**src/sv/icmp_rc_pkg.sv**
```systemverilog
// Shared types, constants and helpers for the ICMPv4 receive classifier.
// Used by the accumulator, the verdict logic, the configuration registers and the top level.
// Depends on nothing.
package icmp_rc_pkg;

    // ICMP message types and the quoted IP protocol of interest.
    localparam logic [7:0] ICMP_UNREACH       = 8'd3;
    localparam logic [7:0] ICMP_ECHO_REQ      = 8'd8;
    localparam logic [7:0] ICMP_TTL_EXPIRED   = 8'd11;
    localparam logic [7:0] ICMP_PARAM_PROBLEM = 8'd12;
    localparam logic [7:0] IP_PROTO_UDP       = 8'd17;
    localparam logic [3:0] IP_VERSION_4       = 4'd4;

    // Destination-unreachable codes that have an error class of their own.
    // Net, unknown net, prohibited net and net for type of service all count as a net error.
    localparam logic [7:0] UNREACH_NET        = 8'd0;
    localparam logic [7:0] UNREACH_PROTO      = 8'd2;
    localparam logic [7:0] UNREACH_PORT       = 8'd3;
    localparam logic [7:0] UNREACH_FRAG       = 8'd4;
    localparam logic [7:0] UNREACH_NET_UNKN   = 8'd6;
    localparam logic [7:0] UNREACH_NET_PROHIB = 8'd9;
    localparam logic [7:0] UNREACH_NET_TOS    = 8'd11;

    localparam logic [7:0] LOOPBACK_NET       = 8'd127;
    localparam logic [3:0] MULTICAST_NIBBLE   = 4'hE;

    // Length limits in bytes, and the width of length comparisons.
    localparam int MIN_MSG_LEN     = 8;
    localparam int MIN_ERR_MSG_LEN = 28;
    localparam int MIN_QUOTED_HLEN = 20;
    localparam int ICMP_HDR_LEN    = 8;
    localparam int UDP_HDR_LEN     = 8;
    localparam int LEN_CMP_W       = 17;

    localparam logic [11:0] DEFAULT_MAX_LENGTH = 12'd1500;

    // Configuration register indexes.
    localparam int CFG_INDEX_W = 3;
    localparam logic [CFG_INDEX_W-1:0] CFG_OWN_ADDRESS = 3'd0;
    localparam logic [CFG_INDEX_W-1:0] CFG_SUBNET_MASK = 3'd1;
    localparam logic [CFG_INDEX_W-1:0] CFG_IFACE_KNOWN = 3'd2;
    localparam logic [CFG_INDEX_W-1:0] CFG_MAX_LENGTH  = 3'd3;

    typedef enum logic [2:0] {
        V_MALFORMED    = 3'd0,
        V_BAD_CHECKSUM = 3'd1,
        V_IGNORED      = 3'd2,
        V_BAD_DEST     = 3'd3,
        V_BAD_SOURCE   = 3'd4,
        V_ECHO_REPLY   = 3'd5,
        V_ERR_REPORT   = 3'd6,
        V_ERR_UNUSABLE = 3'd7
    } verdict_t;

    typedef enum logic [2:0] {
        EC_NET        = 3'd0,
        EC_PROTOCOL   = 3'd1,
        EC_PORT       = 3'd2,
        EC_TOO_BIG    = 3'd3,
        EC_HOST       = 3'd4,
        EC_PROTO_ERR  = 3'd5
    } err_class_t;

    typedef struct packed {
        logic [31:0] own_address;
        logic [31:0] subnet_mask;
        logic        iface_known;
        logic [11:0] max_length;
    } cfg_t;

    // Per-message capture state, apart from the byte count.
    typedef struct packed {
        logic        oversize;
        logic [15:0] full_sum;
        logic [15:0] body_sum;
        logic [7:0]  held_high_byte;
        logic [7:0]  msg_type;
        logic [7:0]  msg_code;
        logic [7:0]  quoted_ver_ihl;
        logic [7:0]  quoted_protocol;
        logic [31:0] quoted_source;
        logic [31:0] quoted_dest;
        logic [31:0] quoted_ports;
    } msg_fields_t;

    typedef struct packed {
        logic [2:0]  verdict;
        logic [15:0] reply_checksum;
        logic [31:0] reply_target;
        logic [2:0]  error_class;
        logic [31:0] local_addr;
        logic [15:0] local_port;
        logic [31:0] remote_addr;
        logic [15:0] remote_port;
    } result_t;

    // One's-complement add with end-around carry.
    function automatic logic [15:0] oc_add(input logic [15:0] a, input logic [15:0] w);
        logic [16:0] s;
        s = {1'b0, a} + {1'b0, w};
        return s[15:0] + {15'b0, s[16]};
    endfunction

endpackage

```
**src/sv/icmp_rc_if.sv**
```systemverilog
// Valid/ready channel interfaces for the message byte stream and the verdict stream.
// Depends on nothing.
interface icmp_rc_msg_if;
    logic        valid;
    logic        ready;
    logic [7:0]  msg_byte;
    logic        last_byte;
    logic [31:0] src_address;
    logic [31:0] dst_address;

    modport source (output valid, msg_byte, last_byte, src_address, dst_address,
                    input ready);
    modport sink   (input valid, msg_byte, last_byte, src_address, dst_address,
                    output ready);
endinterface

interface icmp_rc_result_if;
    logic        valid;
    logic        ready;
    logic [2:0]  verdict;
    logic [15:0] reply_checksum;
    logic [31:0] reply_target;
    logic [2:0]  error_class;
    logic [31:0] local_addr;
    logic [15:0] local_port;
    logic [31:0] remote_addr;
    logic [15:0] remote_port;

    modport source (output valid, verdict, reply_checksum, reply_target, error_class,
                    local_addr, local_port, remote_addr, remote_port,
                    input ready);
    modport sink   (input valid, verdict, reply_checksum, reply_target, error_class,
                    local_addr, local_port, remote_addr, remote_port,
                    output ready);
endinterface

```
**src/sv/icmp_rc_accum.sv**
```systemverilog
// Per-message accumulator: byte count, running checksums and captured header fields.
// Depends on icmp_rc_pkg.
module icmp_rc_accum
    import icmp_rc_pkg::*;
#(
    parameter int MAX_MSG_BYTES = 2048,
    localparam int POS_W = $clog2(MAX_MSG_BYTES + 1)
)
(
    input  logic             clk,
    input  logic             rst_n,
    input  logic             step,
    input  logic [7:0]       msg_byte,
    input  logic             last_byte,
    output logic [POS_W-1:0] pos_next,
    output msg_fields_t      fld_next
);

    logic [POS_W-1:0]     pos_reg;
    msg_fields_t          fld_reg;
    logic [15:0]          word;
    logic [5:0]           qhl;
    logic [LEN_CMP_W-1:0] pos_ext;
    logic [LEN_CMP_W-1:0] ports_lo;

    always_comb
    begin
        pos_next = pos_reg;
        fld_next = fld_reg;
        word     = {fld_reg.held_high_byte, msg_byte};
        qhl      = {fld_reg.quoted_ver_ihl[3:0], 2'b00};
        pos_ext  = LEN_CMP_W'(pos_reg);
        ports_lo = LEN_CMP_W'(qhl) + LEN_CMP_W'(ICMP_HDR_LEN);

        if (pos_reg >= POS_W'(MAX_MSG_BYTES))
        begin
            // Bytes past the limit are neither counted nor summed.
            fld_next.oversize = 1'b1;
        end
        else
        begin
            if (!pos_reg[0])
            begin
                fld_next.held_high_byte = msg_byte;
                // An odd final byte is padded with a zero low byte.
                if (last_byte)
                begin
                    fld_next.full_sum = oc_add(fld_reg.full_sum, {msg_byte, 8'h00});
                    if (pos_reg >= POS_W'(4))
                    begin
                        fld_next.body_sum = oc_add(fld_reg.body_sum, {msg_byte, 8'h00});
                    end
                end
            end
            else
            begin
                fld_next.full_sum = oc_add(fld_reg.full_sum, word);
                if (pos_reg >= POS_W'(5))
                begin
                    fld_next.body_sum = oc_add(fld_reg.body_sum, word);
                end
            end

            if (pos_reg == POS_W'(0))
                fld_next.msg_type = msg_byte;
            if (pos_reg == POS_W'(1))
                fld_next.msg_code = msg_byte;
            if (pos_reg == POS_W'(8))
                fld_next.quoted_ver_ihl = msg_byte;
            if (pos_reg == POS_W'(17))
                fld_next.quoted_protocol = msg_byte;
            if (pos_reg >= POS_W'(20) && pos_reg <= POS_W'(23))
                fld_next.quoted_source = {fld_reg.quoted_source[23:0], msg_byte};
            if (pos_reg >= POS_W'(24) && pos_reg <= POS_W'(27))
                fld_next.quoted_dest = {fld_reg.quoted_dest[23:0], msg_byte};
            // The UDP ports follow the quoted IP header, whose length is known by now.
            if (pos_reg > POS_W'(8) && pos_ext >= ports_lo
                && pos_ext < ports_lo + LEN_CMP_W'(4))
                fld_next.quoted_ports = {fld_reg.quoted_ports[23:0], msg_byte};

            pos_next = pos_reg + POS_W'(1);
        end
    end

    always_ff @(posedge clk or negedge rst_n)
    begin
        if (!rst_n)
        begin
            pos_reg <= '0;
            fld_reg <= '0;
        end
        else if (step)
        begin
            if (last_byte)
            begin
                pos_reg <= '0;
                fld_reg <= '0;
            end
            else
            begin
                pos_reg <= pos_next;
                fld_reg <= fld_next;
            end
        end
    end

endmodule

```
**src/sv/icmp_rc_verdict.sv**
```systemverilog
// Verdict logic: classifies a completed message from its captured fields.
// Depends on icmp_rc_pkg.
module icmp_rc_verdict
    import icmp_rc_pkg::*;
#(
    parameter int MAX_MSG_BYTES = 2048,
    localparam int POS_W = $clog2(MAX_MSG_BYTES + 1)
)
(
    input  logic [POS_W-1:0] msg_len,
    input  msg_fields_t      fld,
    input  logic [31:0]      src_address,
    input  logic [31:0]      dst_address,
    input  cfg_t             cfg,
    output result_t          res
);

    logic [LEN_CMP_W-1:0] len;
    logic [5:0]           qhl;
    logic [31:0]          subnet_bcast;
    logic                 err_type;
    err_class_t           unreach_class;

    always_comb
    begin
        case (fld.msg_code)
            UNREACH_NET, UNREACH_NET_UNKN, UNREACH_NET_PROHIB, UNREACH_NET_TOS:
                unreach_class = EC_NET;
            UNREACH_PROTO: unreach_class = EC_PROTOCOL;
            UNREACH_PORT:  unreach_class = EC_PORT;
            UNREACH_FRAG:  unreach_class = EC_TOO_BIG;
            default:       unreach_class = EC_HOST;
        endcase
    end

    always_comb
    begin
        len          = LEN_CMP_W'(msg_len);
        qhl          = {fld.quoted_ver_ihl[3:0], 2'b00};
        subnet_bcast = (cfg.own_address & cfg.subnet_mask) | ~cfg.subnet_mask;
        err_type     = fld.msg_type inside {ICMP_UNREACH, ICMP_TTL_EXPIRED,
                                            ICMP_PARAM_PROBLEM};
        res          = '0;

        if (fld.oversize || len < LEN_CMP_W'(MIN_MSG_LEN))
        begin
            res.verdict = V_MALFORMED;
        end
        else if (fld.full_sum != 16'hFFFF)
        begin
            res.verdict = V_BAD_CHECKSUM;
        end
        else if (err_type)
        begin
            if (len < LEN_CMP_W'(MIN_ERR_MSG_LEN)
                || fld.quoted_ver_ihl[7:4] != IP_VERSION_4
                || qhl < 6'(MIN_QUOTED_HLEN)
                || LEN_CMP_W'(qhl) + LEN_CMP_W'(ICMP_HDR_LEN + UDP_HDR_LEN) > len
                || fld.quoted_protocol != IP_PROTO_UDP)
            begin
                res.verdict = V_ERR_UNUSABLE;
            end
            else
            begin
                res.verdict = V_ERR_REPORT;
                if (fld.msg_type == ICMP_UNREACH)
                    res.error_class = unreach_class;
                else if (fld.msg_type == ICMP_TTL_EXPIRED)
                    res.error_class = EC_HOST;
                else
                    res.error_class = EC_PROTO_ERR;
                res.local_addr  = fld.quoted_source;
                res.remote_addr = fld.quoted_dest;
                res.local_port  = fld.quoted_ports[31:16];
                res.remote_port = fld.quoted_ports[15:0];
            end
        end
        else if (fld.msg_type != ICMP_ECHO_REQ)
        begin
            res.verdict = V_IGNORED;
        end
        else if (cfg.iface_known && (dst_address == '1 || dst_address == subnet_bcast))
        begin
            res.verdict = V_BAD_DEST;
        end
        else if (src_address == '0 || src_address[31:24] == LOOPBACK_NET
                 || src_address[31:28] == MULTICAST_NIBBLE || src_address == '1)
        begin
            res.verdict = V_BAD_SOURCE;
        end
        else if (len > LEN_CMP_W'(cfg.max_length))
        begin
            res.verdict = V_MALFORMED;
        end
        else
        begin
            // Zeroing type and code leaves only the words from byte 4 on.
            res.verdict        = V_ECHO_REPLY;
            res.reply_checksum = ~fld.body_sum;
            res.reply_target   = src_address;
        end
    end

endmodule

```
**src/sv/icmp_rc_top_note.sv**
```systemverilog
// Configuration register file for the ICMPv4 receive classifier.
// Depends on icmp_rc_pkg.
module icmp_rc_cfg
    import icmp_rc_pkg::*;
(
    input  logic                   clk,
    input  logic                   rst_n,
    input  logic                   cfg_wr_en,
    input  logic [CFG_INDEX_W-1:0] cfg_index,
    input  logic [31:0]            cfg_data,
    output cfg_t                   cfg
);

    cfg_t cfg_reg;
    cfg_t cfg_next;

    always_comb
    begin
        cfg_next = cfg_reg;
        if (cfg_wr_en)
        begin
            case (cfg_index)
                CFG_OWN_ADDRESS: cfg_next.own_address = cfg_data;
                CFG_SUBNET_MASK: cfg_next.subnet_mask = cfg_data;
                CFG_IFACE_KNOWN: cfg_next.iface_known = cfg_data[0];
                CFG_MAX_LENGTH:  cfg_next.max_length  = cfg_data[11:0];
                default:         cfg_next = cfg_reg;
            endcase
        end
    end

    always_ff @(posedge clk or negedge rst_n)
    begin
        if (!rst_n)
        begin
            cfg_reg.own_address <= '0;
            cfg_reg.subnet_mask <= '0;
            cfg_reg.iface_known <= 1'b1;
            cfg_reg.max_length  <= DEFAULT_MAX_LENGTH;
        end
        else
        begin
            cfg_reg <= cfg_next;
        end
    end

    assign cfg = cfg_reg;

endmodule

```
**src/sv/icmpv4_receive_classifier.sv**
```systemverilog
// ICMPv4 receive classifier. Message bytes enter on the msg channel one per transaction,
// with the IP addresses of the carrying datagram; one verdict transaction leaves on the
// result channel for each byte marked last. A byte is taken every cycle while results are
// drained: an input register and a result register bracket a single pass of update and
// classify logic. Write configuration registers only while no message is in flight.
module icmpv4_receive_classifier
    import icmp_rc_pkg::*;
#(
    parameter int MAX_MSG_BYTES = 2048
)
(
    input  logic                   clk,
    input  logic                   rst_n,
    icmp_rc_msg_if.sink            msg,
    icmp_rc_result_if.source       result,
    input  logic                   cfg_wr_en,
    input  logic [CFG_INDEX_W-1:0] cfg_index,
    input  logic [31:0]            cfg_data
);

    localparam int POS_W = $clog2(MAX_MSG_BYTES + 1);

    cfg_t        cfg;
    logic        in_valid_reg;
    logic [7:0]  byte_reg;
    logic        last_reg;
    logic [31:0] src_reg;
    logic [31:0] dst_reg;
    logic        advance;
    logic        out_valid_reg;
    logic        out_valid_next;
    result_t     res_reg;
    result_t     res_next;
    logic [POS_W-1:0] pos_next;
    msg_fields_t fld_next;

    icmp_rc_cfg u_cfg (
        .clk       (clk),
        .rst_n     (rst_n),
        .cfg_wr_en (cfg_wr_en),
        .cfg_index (cfg_index),
        .cfg_data  (cfg_data),
        .cfg       (cfg)
    );

    // A byte that yields no verdict never waits on the result side.
    assign advance   = in_valid_reg && (!last_reg || !out_valid_reg || result.ready);
    assign msg.ready = !in_valid_reg || advance;

    always_ff @(posedge clk or negedge rst_n)
    begin
        if (!rst_n)
        begin
            in_valid_reg <= 1'b0;
        end
        else if (msg.ready)
        begin
            in_valid_reg <= msg.valid;
        end
    end

    always_ff @(posedge clk)
    begin
        if (msg.ready && msg.valid)
        begin
            byte_reg <= msg.msg_byte;
            last_reg <= msg.last_byte;
            src_reg  <= msg.src_address;
            dst_reg  <= msg.dst_address;
        end
    end

    icmp_rc_accum #(.MAX_MSG_BYTES(MAX_MSG_BYTES)) u_accum (
        .clk       (clk),
        .rst_n     (rst_n),
        .step      (advance),
        .msg_byte  (byte_reg),
        .last_byte (last_reg),
        .pos_next  (pos_next),
        .fld_next  (fld_next)
    );

    icmp_rc_verdict #(.MAX_MSG_BYTES(MAX_MSG_BYTES)) u_verdict (
        .msg_len     (pos_next),
        .fld         (fld_next),
        .src_address (src_reg),
        .dst_address (dst_reg),
        .cfg         (cfg),
        .res         (res_next)
    );

    always_comb
    begin
        if (advance && last_reg)
            out_valid_next = 1'b1;
        else if (result.ready)
            out_valid_next = 1'b0;
        else
            out_valid_next = out_valid_reg;
    end

    always_ff @(posedge clk or negedge rst_n)
    begin
        if (!rst_n)
        begin
            out_valid_reg <= 1'b0;
        end
        else
        begin
            out_valid_reg <= out_valid_next;
        end
    end

    always_ff @(posedge clk)
    begin
        if (advance && last_reg)
        begin
            res_reg <= res_next;
        end
    end

    assign result.valid          = out_valid_reg;
    assign result.verdict        = res_reg.verdict;
    assign result.reply_checksum = res_reg.reply_checksum;
    assign result.reply_target   = res_reg.reply_target;
    assign result.error_class    = res_reg.error_class;
    assign result.local_addr     = res_reg.local_addr;
    assign result.local_port     = res_reg.local_port;
    assign result.remote_addr    = res_reg.remote_addr;
    assign result.remote_port    = res_reg.remote_port;

endmodule

```
**src/flat_wrapper.sv**
```systemverilog
// flat-port wrapper written by rule: the top's interface ports become plain ports
module icmpv4_receive_classifier_flat import icmp_rc_pkg::*;
#(
    parameter int MAX_MSG_BYTES = 2048
)
  (clk, rst_n, cfg_wr_en, cfg_index, cfg_data, msg_valid, msg_msg_byte, msg_last_byte, msg_src_address, msg_dst_address, msg_ready, result_valid, result_verdict, result_reply_checksum, result_reply_target, result_error_class, result_local_addr, result_local_port, result_remote_addr, result_remote_port, result_ready);
  icmp_rc_msg_if msg_i ();
  icmp_rc_result_if result_i ();
  input  logic clk;
  input  logic rst_n;
  input  logic cfg_wr_en;
  input  logic [CFG_INDEX_W-1:0] cfg_index;
  input  logic [31:0] cfg_data;
  input wire logic [$bits(msg_i.valid)-1:0] msg_valid;
  input wire logic [$bits(msg_i.msg_byte)-1:0] msg_msg_byte;
  input wire logic [$bits(msg_i.last_byte)-1:0] msg_last_byte;
  input wire logic [$bits(msg_i.src_address)-1:0] msg_src_address;
  input wire logic [$bits(msg_i.dst_address)-1:0] msg_dst_address;
  output wire logic [$bits(msg_i.ready)-1:0] msg_ready;
  output wire logic [$bits(result_i.valid)-1:0] result_valid;
  output wire logic [$bits(result_i.verdict)-1:0] result_verdict;
  output wire logic [$bits(result_i.reply_checksum)-1:0] result_reply_checksum;
  output wire logic [$bits(result_i.reply_target)-1:0] result_reply_target;
  output wire logic [$bits(result_i.error_class)-1:0] result_error_class;
  output wire logic [$bits(result_i.local_addr)-1:0] result_local_addr;
  output wire logic [$bits(result_i.local_port)-1:0] result_local_port;
  output wire logic [$bits(result_i.remote_addr)-1:0] result_remote_addr;
  output wire logic [$bits(result_i.remote_port)-1:0] result_remote_port;
  input wire logic [$bits(result_i.ready)-1:0] result_ready;
  assign msg_i.valid = msg_valid;
  assign msg_i.msg_byte = msg_msg_byte;
  assign msg_i.last_byte = msg_last_byte;
  assign msg_i.src_address = msg_src_address;
  assign msg_i.dst_address = msg_dst_address;
  assign msg_ready = msg_i.ready;
  assign result_valid = result_i.valid;
  assign result_verdict = result_i.verdict;
  assign result_reply_checksum = result_i.reply_checksum;
  assign result_reply_target = result_i.reply_target;
  assign result_error_class = result_i.error_class;
  assign result_local_addr = result_i.local_addr;
  assign result_local_port = result_i.local_port;
  assign result_remote_addr = result_i.remote_addr;
  assign result_remote_port = result_i.remote_port;
  assign result_i.ready = result_ready;
  icmpv4_receive_classifier #(.MAX_MSG_BYTES(MAX_MSG_BYTES)) u_core (.clk(clk), .rst_n(rst_n), .msg(msg_i), .result(result_i), .cfg_wr_en(cfg_wr_en), .cfg_index(cfg_index), .cfg_data(cfg_data));
endmodule
```
**config.mk**
```make
export PLATFORM = sky130hd
export DESIGN_NAME = icmpv4_receive_classifier_flat
export DESIGN_NICKNAME = d
export VERILOG_FILES = /design/src/sv/icmp_rc_pkg.sv /design/src/sv/icmp_rc_if.sv /design/src/sv/icmp_rc_accum.sv /design/src/sv/icmp_rc_verdict.sv /design/src/sv/icmp_rc_top_note.sv /design/src/sv/icmpv4_receive_classifier.sv /design/src/flat_wrapper.sv
export SDC_FILE = /design/constraint.sdc
export NUM_CORES = 1
export LEC_CHECK = 0
export BUFFER_PORTS_ARGS = -buffer_cell sky130_fd_sc_hd__buf_2
export CAP_MARGIN = 5
export CELL_PAD_IN_SITES_DETAIL_PLACEMENT = 0
export CELL_PAD_IN_SITES_GLOBAL_PLACEMENT = 1
export CORE_MARGIN = 3
export CORE_UTILIZATION = 35
export CTS_BUF_LIST = sky130_fd_sc_hd__clkbuf_8
export DETAILED_ROUTE_END_ITERATION = 7
export PLACE_DENSITY_LB_ADDON = 0.1
export SETUP_SLACK_MARGIN = 0.02
export SYNTH_ARGS = -nofsm -noshare
export SYNTH_HDL_FRONTEND = slang
export SYNTH_SLANG_ARGS = --single-unit
```
**constraint.sdc**
```tcl
create_clock -name clk -period 4.78 [get_ports clk]
set_input_delay 0.956 -clock clk [delete_from_list [all_inputs] [get_ports clk]]
set_output_delay 0.956 -clock clk [all_outputs]
set_load 0.01 [all_outputs]
```
# Word level (Yosys, flattened, before mapping)
# Cells that the tools add are included.
[totals]
regBits = 483
in_bits = 113
out_inout_bits = 152
elab_cells = 156
[op_classes]
n_addsub = 12
eq_ne = 26
mux = 29
n_bitwise = 5
n_lt_le_gt_ge = 15
reduce_logical = 38
[ops]
columns = ["operator", "count"]
rows = [
  ["169-bit two-way mux", 1],
  ["168-bit two-way mux", 1],
  ["32-bit two-way mux", 5],
  ["16-bit by 16-bit adder with 17-bit output", 4],
  ["16-bit by 1-bit adder with 16-bit output", 4],
  ["32-bit == test, second input constant", 2],
  ["8-bit two-way mux", 5],
  ["32-bit bitwise AND", 1],
  ["32-bit == test", 1],
  ["8-bit by 4-bit == test with 1-bit output, second input constant", 4],
  ["32-bit zero test", 1],
  ["16-bit two-way mux", 2],
  ["32-bit inverter", 1],
  ["32-bit OR", 1],
  ["8-bit by 2-bit == test with 1-bit output, second input constant", 3],
  ["12-bit by 3-bit greater-or-equal comparator with 1-bit output, second input constant", 2],
  ["12-bit by 5-bit greater-or-equal comparator with 1-bit output, second input constant", 2],
  ["12-bit by 5-bit less-or-equal comparator with 1-bit output, second input constant", 2],
  ["12-bit two-way mux", 2],
  ["3-bit two-way mux", 6],
  ["17-bit by 3-bit adder with 17-bit output, second input constant", 1],
  ["12-bit by 17-bit greater-or-equal comparator with 1-bit output", 1],
  ["12-bit by 17-bit less-than comparator with 1-bit output", 1],
  ["8-bit by 3-bit == test with 1-bit output, second input constant", 2],
  ["other kinds (39)", 70],
]

# Logic depth before layout (Yosys ltp)
# Gate-level depths: netlist of run 1.
[depth]
word_depth = 14
mapped_depth = 23
ltp_nobuf = 20

# Modules after synthesis
# A second synthesis of run 1 with hierarchy kept.
[unflattened]
cells_unflattened = 2131
area_unflattened_um2 = 25474.4
[by_module_without_submodules]
columns = ["mod", "seq_area_each_um2", "cells_per_inst", "n_inst", "area_each_um2"]
rows = [
  ["icmp_rc_accum", 4529.3, 1336, 1, 13155.1],
  ["icmpv4_receive_classifier", 6746.5, 233, 1, 6802.8],
  ["icmp_rc_cfg", 1936.9, 166, 1, 2934.1],
  ["icmp_rc_verdict", 0.0, 396, 1, 2582.5],
]

# Least setup slack after synthesis of run 1
# No wires, ideal clock.
[synth_path]
path_type = "input to register"
start = "in result_ready"
end = "reg u_core.res_reg (netlist bit u_core.result.error_class[0]), enable pin"
t_arrival_ps = 4459
n_path_buf = 1
setup_ps = 504
stages = 5
path_slack_ps = -183
t_required_ps = 4276
path_cell_list = "or3_1 > and2_1 > clkbuf_1 > nand2_1 > inv_1"
[synth_between]
elab_chain_len = 3
[synth_rtl]
columns = ["item", "line_no", "rtl"]
rows = [
  ["from (decl)", "flat_wrapper.sv:29", "input wire logic [$bits(result_i.ready)-1:0] result_ready;"],
  ["1-bit logical OR", "icmpv4_receive_classifier.sv:47", "assign advance = in_valid_reg && (!last_reg || !out_valid_reg || result.ready);"],
  ["1-bit logical AND", "icmpv4_receive_classifier.sv:47", ""],
  ["1-bit logical AND", "icmpv4_receive_classifier.sv:116", "if (advance && last_reg)"],
  ["to (signal assigned)", "icmpv4_receive_classifier.sv:118", "res_reg <= res_next;"],
  ["to (decl)", "icmpv4_receive_classifier.sv:32", "result_t res_reg;"],
]
# No other way between the ends.
# A chain may end at the register's enable or synchronous reset.

# Worst setup path after layout of run 1
[layout_path]
start = "reg u_core.byte_reg[0]"
end = "reg u_core.res_reg (netlist bit u_core.result.local_port[10]), data pin"
[layout_between]
elab_chain_len = 7
elab_cells_between_ends = 24
cone_classes = "add/sub (5); order compare (2); eq/ne (5); mux (6); bitwise (1); reduce/logical (5)"
[layout_rtl]
columns = ["item", "line_no", "rtl"]
rows = [
  ["from (decl)", "icmpv4_receive_classifier.sv:25", "logic [7:0] byte_reg;"],
  ["from (signal assigned)", "icmpv4_receive_classifier.sv:66", "byte_reg <= msg.msg_byte;"],
  ["16-bit by 16-bit adder with 17-bit output / 8-bit two-way mux (equally long branches)", "icmp_rc_pkg.sv:100, icmp_rc_accum.sv:68", ""],
  ["16-bit by 1-bit adder with 16-bit output / 168-bit two-way mux (equally long branches)", "icmp_rc_pkg.sv:101, icmp_rc_accum.sv:35", ""],
  ["32-bit two-way mux, or another cell as far along", "icmp_rc_accum.sv:46", "if (last_byte)"],
  ["32-bit two-way mux, or another cell as far along", "icmp_rc_accum.sv:42", "if (!pos_reg[0])"],
  ["168-bit two-way mux (*)", "icmp_rc_accum.sv:35", "if (pos_reg >= POS_W'(MAX_MSG_BYTES))"],
  ["16-bit inequality test / 1-bit logical OR (equally long branches)", "icmp_rc_verdict.sv:49, icmp_rc_verdict.sv:59", ""],
  ["4-bit OR reduction (no source line) (*)", "-", ""],
]
# Every way passes the cells marked *; elsewhere a longest branch is shown, timed or not. The select of a mux whose other input is x is not followed.

==> results by group, run 1 <==
Synth
  • Cells after Synth: 2389
  • Mean area per synthesized cell: 11.05 um2
  • Top post-synthesis cells by area: edfxtp_1, dfrtp_1, ha_1
  • Post-synthesis sequential area ratio: 50.07%
  • Area leader, netlist: edfxtp_1
  • Post-synthesis register bit count: 483
  • Yosys warning total: 0
  • Synthesized Nets: 2600
  • Most frequent cells after synthesis: dfrtp_1, edfxtp_1, nand2_1
  • Fraction of registers with async set/reset: 53.83%
  • EDFF count, synth: 223
  • Synth unique cells: 97
  • Yosys top cell area share: 25.37%
  • Top-count cell post-synth: dfrtp_1
  • Ys flop type: dfrtp_1
  • Cell area after synthesis: 26390 um2

Route
  • First-pass DRT Iterations: 5
  • Initial DRC Count: 1504
  • Total Wirelength: 81750 um
  • DR DRC count: 0
  • Post-route antenna net violation count: 0
  • Total number of vias: 20410
  • DR WL/cell: 21.42 um
  • DR vias/cell: 5.347

Global route
  • Vias in the first global route: 20790
  • First-pass GRT wire length: 124300 um
  • Antenna violations before repair: 1
  • Largest net degree at the start of global routing: 151
  • GRT Overall Usage: 20.24%
  • Gr ovfl total: 0

Clock tree
  • H-tree levels: 3
  • Max clock buf depth: 3
  • CTS Sinks: 483
  • CTS tree: yes
  • Clk pin slew, worst setup/hold paths: 0.06 ns
  • Skew-Pair Late Insertion Delay: 0.69 ns
  • Cts bufs inserted: 90
  • Hold buffer count at CTS: 0
  • CTS root buffer: clkbuf_8

Power
  • Peak supply drop: 0.2439 mV
  • PwrDens: 396.2 nW/um2
  • Static leakage: 14.42 nW
  • Total power draw: 12.96 mW

Place
  • Pre-CTS setup slack: -0.2654 ns
  • GPL Wtd Cong: 0.8473
  • DP Area: 29560 um2
  • Detail Placement HPWL: 55270 um
  • I/O Buffers: 264

Worst setup path
  • Critical path data required time: 5.30 ns
  • CP Launch Type: flip-flop
  • Crit Path Class: flip-flop to flip-flop
  • Setup crit end kind: flip-flop
  • CP max FO: 5
  • Crit path arrival time: 5.43 ns

STA
  • RSZ-0062 raised after global routing: true
  • Least-Margin Pin Slew: 1.193 ns
  • Relative slew slack: 20.19%
  • Tmin final: 4.912 ns
  • Slew Limit Fails: 0
  • Final-report hold violation count: 0
  • Clock Skews: 0.03070 ns
  • Post-route worst setup slack: -0.1322 ns
  • Final setup viols: 122
  • Final period util: 102.8%
  • Max Clock Freq: 0.2036 GHz

Floorplanning
  • Die H: 280.6 um
  • Die area: 78730 um2
  • I/O pins: 265
  • Floorplan row count: 100
  • Die Wd: 280.6 um
  • Core Footprint: 74570 um2
  • Initial Util: 35.39%

Cells and area
  • Share of cells above drive strength 1: 29.87%
  • P&R area growth vs syn: 23.98%
  • Post-route cell area: 32720 um2
  • Largest register FFs: 169
  • Layout fillers: 7098
  • Nets: 2980

Flow run
  • Max_cap viols: 0

Outcome
  • Status: finished, violations left
  • Violated checks: setup timing

Worst hold path
  • Worst hold-check path type: input port to async pin
## metrics by stage
stage,utilization (%),hold slack [ns],cells,TNS [ns]
after detailed placement,39.64,0.4628,3622,-25.39
after global placement,39.64,0.4553,3622,-16.96
final,43.87,0.2466,3816,-8.085
after global routing,43.87,0.2741,3816,-42.96
after CTS,42.92,0.2526,3805,-11.03
after floorplan,-,0.4418,2389,0
## cells by family after synthesis
logic type	count (synthesis)	synth area share, %
compound gates	587	14.87
xor+xnor	103	3.551
fa+ha+maj	98	4.760
buf+inv	223	3.575
flops	483	50.07
mux	160	6.462
simple gates	735	16.72
## report_power, final
group	internal [mW]	switching [mW]
Sequential	4.82	0.400
Clock	2.23	1.89
Combinational	1.53	2.09
## critical path, stage by stage, from the launching register on
cell and delay [ns]:
edfxtp_1 0.44, ha_4 0.20, fa_2 0.38, a211oi_4 0.29, o21ai_2 0.10, nand2_1 0.10, nor2_1 0.04, o311a_1 0.29
o21ai_2 0.13, nand2b_1 0.12, ha_2 0.23, ha_4 0.17, xnor3_1 0.19, mux2i_1 0.15, o22a_1 0.19, o2111ai_2 0.11
a21oi_2 0.13, nand3b_1 0.13, a2111oi_4 0.46, nand4_4 0.15, buf_12 0.19, buf_16 0.16, clkbuf_16 0.18, nor3_4 0.18
## worst paths after layout
kind | startpoint | cells past startpoint | endpoint | slack (ns)
min in group clk | msg_last_byte | 1 | u_core.last_reg$_DFFE_PP_ | 0.45
hold reg to reg | u_core.u_accum.fld_reg[62]$_DFFE_PN0P_ | 2 | u_core.u_accum.fld_reg[62]$_DFFE_PN0P_ | 0.47
setup reg to reg | u_core.byte_reg[0]$_DFFE_PP_ | 23 | u_core.result.local_port[10]$_SDFFCE_PP0P_ | -0.13
hold / removal | rst_n | 1 | u_core.u_accum.fld_reg[77]$_DFFE_PN0P_ | 0.25
max in group asynchronous | rst_n | 2 | u_core.u_cfg.cfg[2]$_DFFE_PN1P_ | 3.37
setup / recovery | u_core.byte_reg[0]$_DFFE_PP_ | 23 | u_core.result.local_port[10]$_SDFFCE_PP0P_ | -0.13
## placed cells by master, fill, tap and decap left out, drive strengths merged, types with 10 or more instances in the layout
cell type	instances
a211o	10
a211oi	17
a21o	25
a21oi	145
a22o	58
a22oi	51
a31oi	11
and2	45
and3	20
buf	421
clkbuf	109
clkinv	23
dfrtp	252
edfxtp	223
ha	94
inv	117
mux2	80
mux2i	80
nand2	174
nand2b	13
nand3	34
nand4	46
nor2	76
nor2b	51
nor3	170
nor3b	14
nor4	35
nor4b	11
o211ai	13
o21a	16
o21ai	156
xnor2	72
xor2	29
## per-layer routing
| layer | track usage (%) | share of wire (%) | vias up |
|---|---|---|---|
| met3 | 3.212 | 4.2 | 122 |
| met4 | 6.470 | 2.6 | 0 |
| met1 | 27.86 | 45 | 10070 |
| met2 | 32.74 | 48 | 500 |
| li1 | - | - | 9715 |
| met5 | 0 | 0 | - |
## timing repair
item,CTS,global route
pin swaps,37,54
setup buffers,12,2
resized for setup,68,90
hold endpoints to repair,0,0
cloned,7,10
setup endpoints to repair,150,160
## final cells by class
cell class	instances	area [um2]	share of cell area [%]
Clock inverter	68	456.7	1.396
Sequential cell	483	13210	40.38
Multi-Input combinational cell	1683	13040	39.84
Timing Repair Buffer	429	3095	9.461
Clock buffer	101	1390	4.249
Tap cell	969	1212	3.706
Antenna cell	1	2.502	0.007648
Inverter	82	311.5	0.9522
Note: power is estimated with default switching activity, not from simulation.
==> run 2: changes to the inputs <==
==> constraint.sdc (replaced) <==
create_clock -name clk -period 4.4 [get_ports clk]
set_input_delay 0.88 -clock clk [delete_from_list [all_inputs] [get_ports clk]]
set_output_delay 0.88 -clock clk [all_outputs]
set_load 0.01 [all_outputs]
==> results by group, run 2 (synthesis results as in run 1) <==
Route
  • Post-route antenna net violation count: 0 (unchanged)
  • First-pass DRT Iterations: 5 (unchanged)
  • Initial DRC Count: 1271 (-15%)
  • DR DRC count: 0 (unchanged)
  • Total Wirelength: 82370 um (+0.76%)
  • Total number of vias: 20630 (+1.1%)
  • DR vias/cell: 5.300 (-0.89%)
  • DR WL/cell: 21.16 um (-1.2%)

Worst setup path
  • CP Launch Type: flip-flop
  • Crit Path Class: flip-flop to flip-flop
  • Worst setup endpoint: u_core.result.verdict[1]$_SDFFCE_PP0P_
  • Worst R2R Setup Slack: -0.33 ns (-0.19 ns)
  • CP max stage delay: 0.44 ns (-0.02 ns)
  • RR Startpoint: u_core.byte_reg[0]$_DFFE_PP_
  • CP max FO: 9 (+4)
  • CP Cell Sequence: ha_4, fa_2, a211oi_4, o21ai_2, nand2_1, nor2_1, o311a_1, o21ai_1, nand2b_1, ha_2, ha_4, xnor3_1, mux2i_1, o22a_1, o2111ai_2, a21oi_2, nand3b_1, a2111oi_4, nand4_4, buf_12, buf_12, buf_6, nor4b_2
  • Cells on worst reg2reg path: 23 (unchanged)
  • CP max-delay cell: edfxtp_1
  • Critical R2R Capture: u_core.result.verdict[1]$_SDFFCE_PP0P_
  • Crit path arrival time: 5.22 ns (-0.21 ns)
  • Setup crit end kind: flip-flop
  • Critical Path Source: u_core.byte_reg[0]$_DFFE_PP_
  • Critical path data required time: 4.89 ns (-0.41 ns)

STA
  • Relative slew slack: 15.51% (-4.7 points)
  • Tmin final: 4.726 ns (-0.1858 ns)
  • Final period util: 107.4% (+4.7 points)
  • Post-route worst setup slack: -0.3264 ns (-0.1942 ns)
  • Final-report hold violation count: 0 (unchanged)
  • Final setup viols: 156 (+28%)
  • Least-Margin Pin Slew: 1.263 ns (+0.06996 ns)
  • RSZ-0062 raised after global routing: true
  • Clock Skews: 0.04717 ns (+0.01647 ns)
  • Max Clock Freq: 0.2116 GHz (+3.9%)
  • Slew Limit Fails: 0 (unchanged)
  • Hold_ws: 0.2065 ns (-0.04016 ns)

Floorplanning
  • Die Wd: 280.6 um (unchanged)
  • Die H: 280.6 um (unchanged)
  • Initial Util: 35.39% (unchanged)
  • Core Footprint: 74570 um2 (unchanged)
  • Floorplan row count: 100 (unchanged)
  • I/O pins: 265 (unchanged)
  • Die area: 78730 um2 (unchanged)

Cells and area
  • Share of cells above drive strength 1: 31.93% (+2.1 points)
  • Nets: 3055 (+2.5%)
  • P&R area growth vs syn: 24.99%
  • Most common cell after layout, fill and taps aside: buf_2
  • Largest register FFs: 169 (unchanged)
  • Most frequent cells in the layout: buf_2, dfrtp_1, edfxtp_1, buf_4, nand2_1

Power
  • Sw Pwr: 4.845 mW (+11%)
  • Comb pwr share: 29.8% (+1.8 points)
  • PwrDens: 435.4 nW/um2 (+9.9%)
  • Cell-internal power: 9.517 mW (+11%)
  • Sequential group share of total power: 39.5% (-0.8 points)
  • Sw frac: 33.74% (-0.050 points)
  • Static leakage: 14.07 nW (-2.4%)
  • Clock share of power: 30.7% (-1.0 points)
  • Peak supply drop: 0.2311 mV (-5.2%)
  • Total power draw: 14.36 mW (+11%)

Outcome
  • Status: finished, violations left
  • Violated checks: setup timing

Clock tree
  • CTS Sinks: 483 (unchanged)
  • Cts bufs inserted: 90 (unchanged)
  • CTS tree: yes
  • Max clock buf depth: 3 (unchanged)
  • Clk pin slew, worst setup/hold paths: 0.06 ns (about the same)
  • Hold buffer count at CTS: 0 (unchanged)
  • H-tree levels: 3 (unchanged)
  • Skew-Pair Late Insertion Delay: 0.69 ns (about the same)
  • CTS root buffer: clkbuf_8

Worst hold path
  • Worst hold-check path type: input port to async pin

Global route
  • Vias in the first global route: 20910 (+0.57%)
  • First-pass GRT wire length: 125500 um (+0.96%)
  • Gr ovfl total: 0 (unchanged)
  • Antenna violations before repair: 4 (+3)
  • Largest net degree at the start of global routing: 97 (-36%)
  • GRT Overall Usage: 20.58% (+0.34 points)

Place
  • GPL Wtd Cong: 0.8467 (about the same)
  • Detail Placement HPWL: 57100 um (+3.3%)
  • I/O Buffers: 264 (unchanged)

Flow run
  • Max_cap viols: 0 (unchanged)
## run 2: through the flow
stage | setup slack (ns) | instances | area (um2) | TNS, ns | util (%)
after floorplan | -0.1503 | 2389 | 26480 | -7.133 | -
after global placement | -0.3154 | 3677 | 30030 | -38.58 | 40.27
after detailed placement | -0.3686 | 3677 | 30030 | -42.76 | 40.27
after CTS | -0.3586 | 3884 | 32720 | -41.50 | 43.88
after global routing | -0.5975 | 3893 | 32980 | -77.49 | 44.23
final | -0.3264 | 3893 | 32980 | -35.30 | 44.23
## run 2: critical path, delay by kind of cell (launching register included)
family	cells	cell delay (ns)
compound gates	8	1.55
fa+ha+maj	4	0.98
simple gates	6	0.79
buf+inv	3	0.46
flops	1	0.44
xor+xnor	1	0.20
mux	1	0.15
## run 2: layout make-up
cell class                      instances  area [um2]
Clock inverter                         59       332.8
Clock buffer                          111        1528
Multi-Input combinational cell       1683       12780
Timing Repair Buffer                  504        3601
Fill cell                            7041       41590
Tap cell                              969        1212
Sequential cell                       483       13210
Inverter                               82       311.5
Antenna cell                            2       5.005
## run 2: power groups by stage
stage	sequential (mW)	combinational [mW]	clock [mW]
3_5_place_dp	5.76	4.08	0
5_1_grt	5.74	4.71	4.77
4_1_cts	5.68	4.25	4.56
3_3_place_gp	5.74	4.05	0
2_1_floorplan	5.65	2.64	0
6_report	5.68	4.28	4.41
## run 2: worst min path at each step
| stage | from | endpoint | slack [ns] | cells after the start |
|---|---|---|---|---|
| floorplan | u_core.u_accum.fld_reg[56]$_DFFE_PN0P_ | u_core.u_accum.fld_reg[56]$_DFFE_PN0P_ | 0.44 | 2 |
| global placement | u_core.u_accum.fld_reg[63]$_DFFE_PN0P_ | u_core.u_accum.fld_reg[63]$_DFFE_PN0P_ | 0.45 | 2 |
| detailed placement | u_core.u_accum.fld_reg[58]$_DFFE_PN0P_ | u_core.u_accum.fld_reg[58]$_DFFE_PN0P_ | 0.47 | 2 |
| CTS | rst_n | u_core.u_accum.fld_reg[87]$_DFFE_PN0P_ | 0.20 | 1 |
| global route | rst_n | u_core.u_accum.fld_reg[77]$_DFFE_PN0P_ | 0.22 | 1 |
| finish | rst_n | u_core.u_accum.fld_reg[87]$_DFFE_PN0P_ | 0.21 | 1 |
## run 2: layer usage
metal  wire, um  track usage (%)  vias to the layer above
met1      37410            27.87                    10190
met2      39350            33.83                      455
met4       2218            6.296                        2
li1           -                -                     9855
met3       3378            3.461                      132
met5         11                0                        -
## run 2: timing repair
action	4_1_cts	5_1_grt
cloned	7	3
gates resized for setup	84	32
setup buffers	35	4
setup endpoints to repair	161	164
pin swaps	46	7
==> run 3: changes to the inputs <==
--- a/config.mk
+++ b/config.mk
@@ -5,6 +5,7 @@
 export SDC_FILE = /design/constraint.sdc
 export NUM_CORES = 1
 export LEC_CHECK = 0
+export ABC_AREA = 1
 export BUFFER_PORTS_ARGS = -buffer_cell sky130_fd_sc_hd__buf_2
 export CAP_MARGIN = 5
 export CELL_PAD_IN_SITES_DETAIL_PLACEMENT = 0
==> results by group, run 3 <==
Synth
  • Post-synthesis register bit count: 483 (unchanged)
  • Fraction of registers with async set/reset: 53.83% (unchanged)
  • Yosys warning total: 0 (unchanged)
  • Post-synthesis sequential area ratio: 50.42% (+0.36 points)
  • Top-count cell post-synth: nand2_1
  • EDFF count, synth: 223 (unchanged)
  • Synthesized Nets: 3145 (+21%)
  • Ys flop type: dfrtp_1
  • Cell area after synthesis: 26200 um2 (-0.71%)
  • Top post-synthesis cells by area: edfxtp_1, dfrtp_1, nand2_1
  • Mean area per synthesized cell: 8.931 um2 (-19%)
  • Most frequent cells after synthesis: nand2_1, inv_1, o21ai_0
  • Area leader, netlist: edfxtp_1
  • Cells after Synth: 2934 (+23%)
  • Yosys top cell area share: 25.56% (+0.18 points)
  • Synth unique cells: 57 (-41%)

Worst setup path
  • CP max FO: 7 (-2)
  • CP Launch Type: flip-flop
  • RR Startpoint: u_core.byte_reg[4]$_DFFE_PP_
  • Critical Path Source: u_core.byte_reg[4]$_DFFE_PP_
  • CP bufs+invs: 4 (+1)
  • Setup crit end kind: flip-flop
  • CP max-delay cell: edfxtp_1
  • Crit Path Class: flip-flop to flip-flop
  • Delay-heaviest family, CP: simple AND/OR/NAND/NOR gates
  • CP max stage delay: 0.52 ns (+0.08 ns)
  • Crit path arrival time: 4.94 ns (-0.28 ns)
  • Worst R2R Setup Slack: -0.01 ns (+0.32 ns)
  • Critical path data required time: 4.93 ns (+0.04 ns)

Power
  • PwrDens: 430.9 nW/um2 (-1.0%)
  • Peak supply drop: 0.2289 mV (-0.95%)
  • Total power draw: 14.08 mW (-2.0%)
  • Static leakage: 15.13 nW (+7.5%)

Route
  • DR WL/cell: 19.39 um (-8.3%)
  • M1 wire length: 37910 um (+1.3%)
  • WL met2: 41360 um (+5.1%)
  • Total Wirelength: 85030 um (+3.2%)
  • Post-route antenna net violation count: 0 (unchanged)
  • Met3 WL: 3696 um (+9.4%)
  • Initial DRC Count: 1309 (+3.0%)
  • First-pass DRT Iterations: 6 (+1)
  • Top sig layer: met5
  • DR DRC count: 0 (unchanged)
  • Total number of vias: 22150 (+7.3%)
  • DR vias/cell: 5.052 (-4.7%)

STA
  • Least-Margin Pin Slew: 1.080 ns (-0.1825 ns)
  • Post-route worst setup slack: -0.01114 ns (+0.3152 ns)
  • Slew Limit Fails: 0 (unchanged)
  • Final period util: 100.3% (-7.2 points)
  • Clock Skews: 0.03893 ns (-0.008240 ns)
  • Relative slew slack: 27.99% (+12 points)
  • Final setup viols: 1 (-99%)
  • RSZ-0062 raised after global routing: true
  • Tmin final: 4.411 ns (-0.3152 ns)
  • Final-report hold violation count: 0 (unchanged)
  • Max Clock Freq: 0.2267 GHz (+7.1%)
  • Hold_ws: 0.2056 ns (-0.0008870 ns)

Cells and area
  • Most common cell after layout, fill and taps aside: nand2_1
  • Largest register FFs: 169 (unchanged)
  • P&R area growth vs syn: 24.69%
  • Most frequent cells in the layout: nand2_1, inv_1, o21ai_0, buf_2, dfrtp_1
  • Final std cells w/o fill: 4384 (+13%)
  • Finished Core Util: 44.41% (+0.17 points)
  • Nets: 3556 (+16%)
  • Share of cells above drive strength 1: 25.68% (-6.3 points)
  • Layout fillers: 7248 (+2.9%)

Place
  • Placed Cells: 4182 (+14%)
  • Detail Placement HPWL: 60500 um (+6.0%)
  • GPL Wtd Cong: 0.8762 (+3.5%)
  • I/O Buffers: 264 (unchanged)

Clock tree
  • Max clock buf depth: 3 (unchanged)
  • Skew-Pair Late Insertion Delay: 0.70 ns (about the same)
  • Hold buffer count at CTS: 0 (unchanged)
  • CTS tree: yes
  • CTS root buffer: clkbuf_8
  • H-tree levels: 3 (unchanged)
  • Clk pin slew, worst setup/hold paths: 0.06 ns (about the same)
  • Cts bufs inserted: 91 (+1.1%)
  • CTS Sinks: 483 (unchanged)

Worst hold path
  • Worst hold-check path type: input port to async pin

Flow run
  • Max_cap viols: 0 (unchanged)

Outcome
  • Violated checks: setup timing
  • Status: finished, violations left

Global route
  • First-pass GRT wire length: 128600 um (+2.4%)
  • Gr ovfl total: 0 (unchanged)
  • Largest net degree at the start of global routing: 94 (-3.1%)
  • Antenna violations before repair: 8 (+4)
  • GRT Overall Usage: 21.14% (+0.57 points)
  • Vias in the first global route: 21730 (+3.9%)

Floorplanning
  • Die Wd: 279.6 um (-0.35%)
  • Initial Util: 35.61% (+0.22 points)
  • Die area: 78190 um2 (-0.69%)
  • I/O pins: 265 (unchanged)
  • Core Footprint: 73580 um2 (-1.3%)
  • Die H: 279.6 um (-0.35%)
  • Floorplan row count: 99 (-1.0%)
run 3: cell types whose count changed in the layout (fill, tap and decap cells not counted), moves of 57 or more:
cell / change
a21oi_1: -59
o21ai_0: +134
o22ai_1: +140
mux2i_1: -76
nand2_1: +388
inv_1: +335
nand3_1: +73
buf_4: -57
mux2_2: -79
run 3: per-stage QoR:
stage	worst slack, ns	cell area, um2	TNS (ns)
after detailed placement	-0.1193	29490	-1.629
final	-0.01114	32670	-0.01114
after CTS	0.01312	31460	0
after global placement	-0.09601	29490	-1.628
after global routing	-0.2314	32670	-17.07
after floorplan	0.08498	26210	0
run 3: routing by layer:
layer	vias to the layer above	GRT usage (%)
met5	-	0
met1	10630	28.45
li1	10840	-
met3	145	3.075
met2	531	35.81
met4	4	5.573
run 3: where the power goes:
part | total, mW | internal, mW | switching (mW)
clock network | 4.50 | 2.41 | 2.10
registers | 5.49 | 5.15 | 0.338
logic | 4.09 | 1.46 | 2.63
total | 14.1 | 9.01 | 5.07
run 3: path summary, 6_finish.rpt:
kind                                                                    to  cells past startpoint
worst max-delay path            u_core.result.remote_port[9]$_SDFFCE_PP0P_                     29
worst min-delay path                u_core.u_accum.fld_reg[69]$_DFFE_PN0P_                      1
worst max register to register  u_core.result.remote_port[9]$_SDFFCE_PP0P_                     29
worst min register to register            u_core.u_cfg.cfg[18]$_DFFE_PN0P_                      2
max in group asynchronous          u_core.u_accum.fld_reg[138]$_DFFE_PN0P_                      2
min in group clk                                 u_core.last_reg$_DFFE_PP_                      1
run 3: final cells by class:
type	instances	area [um2]	area share [%]
Antenna cell	2	5.005	0.01532
Clock buffer	109	1500	4.592
Clock inverter	62	385.4	1.179
Inverter	454	1722	5.269
Multi-Input combinational cell	1874	11550	35.34
Sequential cell	483	13220	40.45
Tap cell	959	1200	3.672
Timing Repair Buffer	441	3098	9.482
run 3: repair_timing:
action                                  CTS  global route
buffers inserted                          1            21
resized for setup                        15           183
endpoints found under the setup margin  142           157
cloned                                    0             7
pin swaps                                 1            41
run 3: cell families (layout without fill, tap and decap cells):
family                   count (synthesis)  count (layout)  share of synthesized area [%]
AND/OR/NAND/NOR                       1115            1115                          21.07
AO/OA/AOI/OAI                          593             593                          12.65
buffers and inverters                  577            1066                          8.781
flip-flops                             483             483                          50.42
adder cells (fa/ha/maj)                 98              98                          4.794
XOR/XNOR                                65              65                          2.173
multiplexers                             3               3                         0.1146
other                                    0               2                              0
run 3: worst register-to-register path: cells and delay by family, from the launching register on:
kind                       cells  cell delay (ns)
adders and majority gates      2             0.58
DFF                            1             0.52
and+or+nand+nor               21             2.36
buffers and inverters          4             0.56
AOI/OAI and AO/OA              2             0.24
